File: src/hdl/brl_pkg.sv
// Shared types, constants and a helper function of the line raster engine.
package brl_pkg;

    // Framebuffer geometry. WORD_BITS is a power of two so that the column
    // splits into word index and bit position by a shift and a mask.
    localparam int WORD_BITS   = 32;
    localparam int FRAME_WORDS = 4096;
    localparam int BIT_W       = $clog2(WORD_BITS);
    localparam int ADDR_W      = $clog2(FRAME_WORDS);

    // Pixel word addresses before the range check: row (11 bits) times
    // stride (6 bits) plus the word column, and wide enough for any ADDR_W.
    localparam int PA_W = 17;

    localparam int COORD_W = 14;
    localparam int ERR_W   = 17;
    localparam int DATA_W  = 32;
    localparam int CFG_IDX_W = 3;

    typedef logic [WORD_BITS-1:0] t_word;
    typedef logic [ADDR_W-1:0]    t_addr;
    typedef logic [COORD_W-1:0]   t_coord;

    typedef enum logic [1:0] {
        ACT_DRAW  = 2'd0,
        ACT_READ  = 2'd1,
        ACT_WRITE = 2'd2,
        ACT_NONE  = 2'd3
    } t_action;

    localparam logic [CFG_IDX_W-1:0] CFG_CLIP_WIDTH  = 3'd0;
    localparam logic [CFG_IDX_W-1:0] CFG_CLIP_HEIGHT = 3'd1;
    localparam logic [CFG_IDX_W-1:0] CFG_ROW_STRIDE  = 3'd2;
    localparam logic [CFG_IDX_W-1:0] CFG_FILL_WORD   = 3'd3;
    localparam logic [CFG_IDX_W-1:0] CFG_RASTER_OP   = 3'd4;

    typedef enum logic [1:0] {
        STP_IDLE,
        STP_PREP,
        STP_RUN
    } t_step_state;

    typedef enum logic [1:0] {
        CTL_IDLE,
        CTL_DRAW,
        CTL_RDATA,
        CTL_FIN
    } t_ctl_state;

    // One point produced by the line stepper.
    typedef struct packed {
        logic   valid;
        t_coord x;
        t_coord y;
    } t_pixel;

    // Per-pixel AND and XOR bits of the logical function for source bit s.
    // Result bit for source s and destination d is bit (3 - (2*s + d)) of rop.
    function automatic logic [1:0] rop_bits(input logic [3:0] rop, input logic s);
        logic a_bit;
        logic x_bit;
        x_bit = s ? rop[1] : rop[3];
        a_bit = s ? (rop[1] ^ rop[0]) : (rop[3] ^ rop[2]);
        return {a_bit, x_bit};
    endfunction

endpackage

File: src/hdl/brl_step.sv
// Bresenham line stepper: emits one point of the line per cycle.
module brl_step (
    input  logic             i_clk,
    input  logic             i_rst_n,
    input  logic             i_start,
    input  brl_pkg::t_coord  i_x_start,
    input  brl_pkg::t_coord  i_y_start,
    input  brl_pkg::t_coord  i_x_end,
    input  brl_pkg::t_coord  i_y_end,
    output brl_pkg::t_pixel  o_pix,
    output logic             o_busy
);

    brl_pkg::t_step_state r_state;
    brl_pkg::t_step_state n_state;

    brl_pkg::t_coord          r_x;
    brl_pkg::t_coord          r_y;
    brl_pkg::t_coord          r_adx;
    brl_pkg::t_coord          r_ady;
    logic                     r_sx_neg;
    logic                     r_sy_neg;
    logic                     r_xmajor;
    brl_pkg::t_coord          r_len;
    logic [brl_pkg::ERR_W-1:0] r_e;
    logic [brl_pkg::ERR_W-1:0] r_e1;
    logic [brl_pkg::ERR_W-1:0] r_e3;

    logic [brl_pkg::COORD_W:0]  dx;
    logic [brl_pkg::COORD_W:0]  dy;
    logic [brl_pkg::COORD_W:0]  dx_abs;
    logic [brl_pkg::COORD_W:0]  dy_abs;
    logic                       xmajor;
    brl_pkg::t_coord            len;
    brl_pkg::t_coord            minor;
    logic [brl_pkg::ERR_W-1:0]  e_sum;
    logic                       step_minor;
    brl_pkg::t_coord            x_step;
    brl_pkg::t_coord            y_step;
    logic                       running;

    always_ff @(posedge i_clk) begin
        if (!i_rst_n) begin
            r_state <= brl_pkg::STP_IDLE;
        end else begin
            r_state <= n_state;
        end
    end

    always_comb begin
        n_state = r_state;
        running = 1'b0;
        unique case (r_state)
            brl_pkg::STP_IDLE: begin
                if (i_start) begin
                    n_state = brl_pkg::STP_PREP;
                end
            end
            brl_pkg::STP_PREP: begin
                n_state = brl_pkg::STP_RUN;
            end
            brl_pkg::STP_RUN: begin
                if (r_len == '0) begin
                    n_state = brl_pkg::STP_IDLE;
                end else begin
                    running = 1'b1;
                end
            end
            default: n_state = brl_pkg::STP_IDLE;
        endcase
    end

    // Differences and magnitudes, all within 15 bits for 14-bit inputs.
    assign dx     = {i_x_end[brl_pkg::COORD_W-1], i_x_end}
                  - {i_x_start[brl_pkg::COORD_W-1], i_x_start};
    assign dy     = {i_y_end[brl_pkg::COORD_W-1], i_y_end}
                  - {i_y_start[brl_pkg::COORD_W-1], i_y_start};
    assign dx_abs = dx[brl_pkg::COORD_W] ? (~dx + 1'b1) : dx;
    assign dy_abs = dy[brl_pkg::COORD_W] ? (~dy + 1'b1) : dy;

    // Ties go to the Y axis.
    assign xmajor = r_adx > r_ady;
    assign len    = xmajor ? r_adx : r_ady;
    assign minor  = xmajor ? r_ady : r_adx;

    assign e_sum      = r_e + r_e1;
    assign step_minor = !e_sum[brl_pkg::ERR_W-1];
    assign x_step     = r_x + (r_sx_neg ? {brl_pkg::COORD_W{1'b1}} : brl_pkg::t_coord'(1));
    assign y_step     = r_y + (r_sy_neg ? {brl_pkg::COORD_W{1'b1}} : brl_pkg::t_coord'(1));

    always_ff @(posedge i_clk) begin
        if (r_state == brl_pkg::STP_IDLE && i_start) begin
            r_x      <= i_x_start;
            r_y      <= i_y_start;
            r_adx    <= dx_abs[brl_pkg::COORD_W-1:0];
            r_ady    <= dy_abs[brl_pkg::COORD_W-1:0];
            r_sx_neg <= dx[brl_pkg::COORD_W];
            r_sy_neg <= dy[brl_pkg::COORD_W];
        end
        if (r_state == brl_pkg::STP_PREP) begin
            r_xmajor <= xmajor;
            r_len    <= len;
            r_e      <= brl_pkg::ERR_W'(0) - {3'b000, len};
            r_e1     <= {2'b00, minor, 1'b0};
            r_e3     <= brl_pkg::ERR_W'(0) - {2'b00, len, 1'b0};
        end
        if (running) begin
            r_len <= r_len - 1'b1;
            r_e   <= step_minor ? (e_sum + r_e3) : e_sum;
            if (r_xmajor) begin
                r_x <= x_step;
                if (step_minor) begin
                    r_y <= y_step;
                end
            end else begin
                r_y <= y_step;
                if (step_minor) begin
                    r_x <= x_step;
                end
            end
        end
    end

    assign o_pix.valid = running;
    assign o_pix.x     = r_x;
    assign o_pix.y     = r_y;
    assign o_busy      = (r_state != brl_pkg::STP_IDLE);

endmodule

File: config.mk
export PLATFORM = sky130hd
export DESIGN_NAME = brl_step
export DESIGN_NICKNAME = d
export VERILOG_FILES = /design/src/hdl/brl_pkg.sv /design/src/hdl/brl_step.sv
export SDC_FILE = /design/constraint.sdc
export NUM_CORES = 1
export LEC_CHECK = 0
export BUFFER_PORTS_ARGS = -buffer_cell sky130_fd_sc_hd__clkbuf_2
export CAP_MARGIN = 20
export CORE_UTILIZATION = 30
export DETAILED_ROUTE_END_ITERATION = 16
export GPL_TIMING_DRIVEN = 0
export SYNTH_ARGS = -nofsm -noshare
export SYNTH_HDL_FRONTEND = slang
export SYNTH_SLANG_ARGS = --single-unit
File: constraint.sdc
create_clock -name i_clk -period 3.8 [get_ports i_clk]
set_input_delay 0.19 -clock i_clk [delete_from_list [all_inputs] [get_ports i_clk]]
set_output_delay 0.19 -clock i_clk [all_outputs]
set_load 0.03 [all_outputs]
* Word-level counts from Yosys, hierarchy flattened
Index checks and enable logic that the tools add are counted.
Word-level totals: bits in registers 123, bits of input ports 59, output and inout port bits 30, word-level logic and storage cells 60
Cells by class: add/subtract/negate cells 11, $lt $le $gt $ge 1, equality and inequality tests 4, muxes and demuxes 24, bitwise gates (word level) 2, reduce and logical (&&, ||, !) cells 6
Operators with widths (number):
- 14-bit two-way mux | 16
- 17-bit two-way mux | 3
- 14-bit by 14-bit subtractor with 15-bit output | 2
- 14-bit by 1-bit adder with 14-bit output (second input constant) | 2
- 14-bit adder | 2
- 14-bit NOT | 2
- 17-bit by 15-bit adder with 17-bit output | 1
- 17-bit adder | 1
- 1-bit by 15-bit subtractor with 16-bit output (first input constant) | 1
- 1-bit by 14-bit subtractor with 15-bit output (first input constant) | 1
- 14-bit greater-than comparator | 1
- 14-bit logical NOT | 1
- 14-bit by 1-bit subtractor with 14-bit output (second input constant) | 1
- 2-bit one-hot mux with 3 select lines | 1
- 2-bit two-way mux | 2
- 2-bit != test (second input constant) | 2
- 2-bit nonzero test | 2
- 2-bit by 1-bit == test with 1-bit output (second input constant) | 1
- 2-bit == test (second input constant) | 1
- 2-bit logical NOT | 1
- 1-bit two-way mux | 2
- 2-bit AND reduction | 1
- 1-bit logical AND | 1

* Longest topological paths before layout
depth in word-level cells 6, depth in mapped cells 20, mapped depth without buffers 17

* Worst setup path after synthesis
OpenSTA, ideal clock, no wires.
kind reg2reg, start point register r_adx[12], end point register r_e[10] (netlist name), data pin, setup time 0.260 ns, arrival time 3.759 ns, path slack -0.218 ns, stages on the path, launching flop included 17, buffers on the path 3, cell sequence edfxtp_1 ha_1 nand4_1 or2_2 o221ai_1 o21a_1 clkbuf_1 buf_2 buf_2 mux2i_1 ha_1 nand3_1 or3_1 nor4_1 a31oi_1 xnor2_1 mux2_2
Between the ends: word-level cells in the longest chain between the ends 5
Ends and longest elaborated chain:
- start, declared | line brl_step.sv:19 | brl_pkg::t_coord r_adx;
- start signal, assigned | line brl_step.sv:95 | r_adx <= dx_abs[brl_pkg::COORD_W-1:0];
- 14-bit greater-than comparator | line brl_step.sv:82 | assign xmajor = r_adx > r_ady;
- 14-bit two-way mux | line brl_step.sv:83 | assign len = xmajor ? r_adx : r_ady;
- 1-bit by 14-bit subtractor with 15-bit output | line brl_step.sv:103 | r_e <= brl_pkg::ERR_W'(0) - {3'b000, len};
- 17-bit two-way mux | line brl_step.sv:100 | if (r_state == brl_pkg::STP_PREP) begin
- 17-bit two-way mux | line brl_step.sv:107 | if (running) begin
- end signal, assigned | line brl_step.sv:103
- end signal, assigned | line brl_step.sv:109 | r_e <= step_minor ? (e_sum + r_e3) : e_sum;
- end, declared | line brl_step.sv:25 | logic [brl_pkg::ERR_W-1:0] r_e;
Every way passes these cells. The select of a mux whose other input is x is not followed. A chain may end at the register's enable or synchronous reset.

* Worst setup path after layout
start point register r_e1[2] (netlist name), end point register r_e[10] (netlist name), data pin
Between the ends: word-level cells in the longest chain between the ends 4
Ends and longest elaborated chain:
- start, declared | line brl_step.sv:26 | logic [brl_pkg::ERR_W-1:0] r_e1;
- start signal, assigned | line brl_step.sv:104 | r_e1 <= {2'b00, minor, 1'b0};
- 17-bit by 15-bit adder with 17-bit output * | line brl_step.sv:86 | assign e_sum = r_e + r_e1;
- 17-bit adder | line brl_step.sv:109
- 17-bit two-way mux * | line brl_step.sv:109
- 17-bit two-way mux * | line brl_step.sv:107
Mark *: on every way between the ends. The rest lies on a longest branch, timed or not.

==> impl_metrics.prom <==
# TYPE chip_impl_metric gauge
chip_impl_info{name="run_status",value="completed"} 1
chip_impl_metric{name="yosys_warnings",unit=""} 0
chip_impl_metric{name="fin_crit",unit="ns"} 3.70
chip_impl_metric{name="clk-insertion-delay-late",unit="ns"} 0.43
chip_impl_info{name="startpoint_type",value="flip-flop"} 1
chip_impl_metric{name="worst_pin_slew",unit="ns"} 0.837
chip_impl_metric{name="ys_async_sr_fraction",unit=""} 0
chip_impl_metric{name="cts_inserted_buffers",unit=""} 17
chip_impl_metric{name="count_of_flip_flops_with_a_built_in_enable_after_synthesis",unit=""} 90
chip_impl_metric{name="groute.usage.overall",unit=""} 0.154
chip_impl_info{name="crit_slowest_cell",value="sky130_fd_sc_hd__edfxtp_1"} 1
chip_impl_metric{name="detailed_placement_hpwl",unit="µm"} 20500
chip_impl_metric{name="post-synth-top-area-fraction",unit=""} 0.266
chip_impl_metric{name="synth-seq-area-share",unit=""} 0.325
chip_impl_metric{name="row_count",unit=""} 67
chip_impl_metric{name="grt_remaining_overflow",unit=""} 0
chip_impl_metric{name="design_power_total",unit="W"} 0.00724
chip_impl_metric{name="final_tns_setup",unit="ns"} 0
chip_impl_metric{name="globalplace.congestion",unit=""} 0.872
chip_impl_metric{name="synth.net_count",unit=""} 1299
chip_impl_metric{name="worstPathBufferInverterCount",unit=""} 1
chip_impl_metric{name="net-switching-power",unit="W"} 0.00288
chip_impl_metric{name="drt.antenna.violating_nets",unit=""} 0
chip_impl_info{name="synth_top_cells_by_area",value="sky130_fd_sc_hd__edfxtp_1, sky130_fd_sc_hd__ha_1, sky130_fd_sc_hd__xnor2_1"} 1
chip_impl_metric{name="detailroute.via_count",unit=""} 8780
chip_impl_metric{name="place_ws",unit="ns"} -0.701
chip_impl_metric{name="peakVddDrop",unit="µV"} 298
chip_impl_info{name="cts_root_buffer",value="sky130_fd_sc_hd__clkbuf_16"} 1
chip_impl_metric{name="drt_iter0_markers",unit=""} 404
chip_impl_metric{name="critPathRequiredTime",unit="ns"} 3.98
chip_impl_metric{name="num-fill-cells",unit=""} 3346
chip_impl_metric{name="residual_drc_count",unit=""} 0
chip_impl_info{name="yosysMostFrequentCell",value="sky130_fd_sc_hd__nand2_1"} 1
chip_impl_metric{name="clock-sinks",unit=""} 120
chip_impl_metric{name="hold_ws",unit="ns"} 0.0190
chip_impl_metric{name="path_max_fanout",unit=""} 5
chip_impl_info{name="yosys-top-cells-count",value="sky130_fd_sc_hd__nand2_1, sky130_fd_sc_hd__ha_1, sky130_fd_sc_hd__edfxtp_1, sky130_fd_sc_hd__nor2_1, sky130_fd_sc_hd__inv_1"} 1
chip_impl_metric{name="power_report.internal_total",unit="W"} 0.00436
chip_impl_metric{name="first_pass_grt_wire_length",unit="µm"} 41900
chip_impl_metric{name="drv.max_cap_violation_count",unit=""} 0
chip_impl_metric{name="met2_length",unit="µm"} 12700
chip_impl_metric{name="synth_cells",unit=""} 1132
chip_impl_metric{name="finalCritPeriodShare",unit=""} 0.973
chip_impl_metric{name="diode_count",unit=""} 0
chip_impl_metric{name="coreArea",unit="µm²"} 33400
chip_impl_metric{name="part_of_the_power_in_the_clock_network",unit=""} 0.237
chip_impl_metric{name="antenna_found_initial",unit=""} 0
chip_impl_info{name="prevailing_post_synth_register_cell",value="sky130_fd_sc_hd__edfxtp_1"} 1
chip_impl_info{name="crit_chain",value="ha_1, a21o_1, a21oi_2, o21a_1, o21bai_1, a21oi_2, buf_4, xnor2_1, ha_1, nand3_2, a211o_1, nand2_1, nor2_1, xnor2_1, mux2_2, mux2_2"} 1
chip_impl_info{name="cts_tree",value="yes"} 1
chip_impl_metric{name="avgSynthCellArea",unit="µm²"} 8.97
chip_impl_info{name="hold_path_class",value="in -> reg"} 1
chip_impl_info{name="timing.critical_path.max_delay_family",value="compound AO/OA/AOI/OAI gates"} 1
chip_impl_metric{name="chipHeight",unit="µm"} 186
chip_impl_metric{name="crit_arrival",unit="ns"} 3.88
chip_impl_metric{name="initial_utilization",unit=""} 0.304
chip_impl_metric{name="route.layer.met1.wl",unit="µm"} 12400
chip_impl_info{name="category_of_the_worst_setup_path_capture_point",value="flip-flop"} 1
chip_impl_metric{name="postRouteWirelength",unit="µm"} 26600
chip_impl_metric{name="max_freq",unit="MHz"} 271
chip_impl_metric{name="synth.distinct_cells",unit=""} 79
chip_impl_metric{name="slew_headroom",unit=""} 0.442
chip_impl_info{name="unrepaired_setup_endpoints_after_global_routing",value="true"} 1
chip_impl_metric{name="p_leak",unit="nW"} 5.20
chip_impl_metric{name="sw_frac_of_total",unit=""} 0.398
chip_impl_metric{name="critical_path.max_stage_delay",unit="ns"} 0.43
chip_impl_metric{name="areaGrowthSynthToFinish",unit="%"} 22.6
chip_impl_metric{name="die-area",unit="µm²"} 34600
chip_impl_metric{name="detail_route.wl_per_cell",unit="µm"} 15.3
chip_impl_metric{name="final_critical_path_setup_slack",unit="ns"} 0.104
chip_impl_metric{name="cts.path.max_buffers",unit=""} 2
chip_impl_metric{name="drive_above_1_share",unit=""} 0.205
chip_impl_info{name="highest_layer",value="met4"} 1
chip_impl_metric{name="fp.dieW",unit="µm"} 186
chip_impl_metric{name="final_core_utilization",unit=""} 0.372
chip_impl_info{name="synth.largest_area_cell",value="sky130_fd_sc_hd__edfxtp_1"} 1
chip_impl_metric{name="clkTransAtPathRegs",unit="ns"} 0.06
chip_impl_metric{name="num_io_pins",unit=""} 89
chip_impl_metric{name="seq_pwr_share",unit=""} 0.270
chip_impl_metric{name="fin_skew",unit="ns"} 0.00950
chip_impl_info{name="crit_type",value="reg -> reg"} 1
chip_impl_metric{name="synth.cell_area",unit="µm²"} 10200
chip_impl_metric{name="power.density",unit="nW/µm²"} 582
chip_impl_metric{name="detail_route.first_pass.iterations",unit=""} 5
chip_impl_metric{name="numPortBuffers",unit=""} 88
chip_impl_metric{name="cts.htree.levels",unit=""} 4
chip_impl_metric{name="detail_route.vias_per_cell",unit=""} 5.04
chip_impl_metric{name="grt_start_max_net_pins",unit=""} 40
chip_impl_metric{name="power.share.combinational",unit=""} 0.492
chip_impl_metric{name="drv_slew",unit=""} 0
chip_impl_metric{name="design.final.nets",unit=""} 1449
chip_impl_metric{name="vias_in_the_first_global_route",unit=""} 8394
chip_impl_metric{name="hold_violations",unit=""} 0
chip_impl_metric{name="detailroute.wirelength.met3",unit="µm"} 1070
chip_impl_metric{name="postSynthRegisterBits",unit=""} 120
chip_impl_metric{name="setup_viol_count_final",unit=""} 0
timing repair:
action | CTS | global route
resized for setup | 21 | 35
pin swaps | 16 | 27
setup endpoints to repair | 14 | 11
hold buffers | 0 | 0
setup buffers | 18 | 26
placed cells by master (no fill, tap or decap), types with 23 or more instances in the layout:
cell / netlist / routed
sky130_fd_sc_hd__nand2_1: 116 / 116
sky130_fd_sc_hd__ha_1: 102 / 95
sky130_fd_sc_hd__edfxtp_1: 90 / 90
sky130_fd_sc_hd__clkbuf_2: 1 / 89
sky130_fd_sc_hd__nor2_1: 88 / 86
sky130_fd_sc_hd__inv_1: 86 / 84
sky130_fd_sc_hd__xnor2_1: 79 / 76
sky130_fd_sc_hd__o21ai_0: 56 / 53
sky130_fd_sc_hd__a21oi_1: 61 / 51
sky130_fd_sc_hd__buf_4: 1 / 45
sky130_fd_sc_hd__a31oi_1: 39 / 39
sky130_fd_sc_hd__nor3_1: 37 / 34
sky130_fd_sc_hd__dfxtp_1: 30 / 30
sky130_fd_sc_hd__xor2_1: 27 / 27
sky130_fd_sc_hd__a21o_1: 23 / 23
state kept, by name (all words and copies together), names as in the netlist:
register / flops
r_e: 16
r_e3: 15
r_adx: 14
r_ady: 14
r_e1: 14
r_len: 14
r_x: 14
r_y: 14
r_state: 2
r_sx_neg: 1
r_sy_neg: 1
r_xmajor: 1
metal layers:
metal | track usage | up-vias
met1 | 0.194 | 4109
met3 | 0.0321 | 38
li1 | - | 4443
met2 | 0.261 | 190
met4 | 0.0475 | 0
met5 | 0 | -
path summary, 6_finish.rpt:
path	start	endpoint	slack [ns]	cells past startpoint
max	r_e1[2]	r_e[10]	0.10	16
min	i_rst_n	r_state[1]	0.02	2
max reg2reg	r_e1[2]	r_e[10]	0.10	16
min reg2reg	r_x[13]	r_x[13]	0.49	1
layout make-up:
cell class                 count  area [µm²]  share of cell area
buffer                        24         103             0.00825
clock buffer                  17         425              0.0342
clock inverter                15         190              0.0153
inverter                      89         334              0.0269
multi-input combinational    896        6700               0.539
sequential                   120        3300               0.265
tap                          448         561              0.0451
timing repair buffer         134         826              0.0664
logic make-up after synthesis:
kind of cell / Yosys count / synth area share
xor+xnor: 107 / 0.0930
mux: 42 / 0.0446
fa+ha+maj: 108 / 0.138
flops: 120 / 0.325
compound gates: 287 / 0.190
simple gates: 352 / 0.165
buf+inv: 116 / 0.0442
power groups by stage:
stage                     Sequential, W  Clock, W  Combinational (W)
after floorplan                 0.00208         0            0.00236
after global placement          0.00199         0            0.00311
after detailed placement        0.00199         0            0.00319
after CTS                       0.00196   0.00172            0.00335
after global routing            0.00198   0.00179            0.00394
final                           0.00196   0.00172            0.00357
stage by stage:
step | instances | instance area [µm²]
global route | 1743 | 12400
detailed placement | 1670 | 11300
CTS | 1720 | 12100
floorplan | 1132 | 10200
finish | 1743 | 12400
global placement | 1668 | 11200
(Power assumes the default switching activity.)
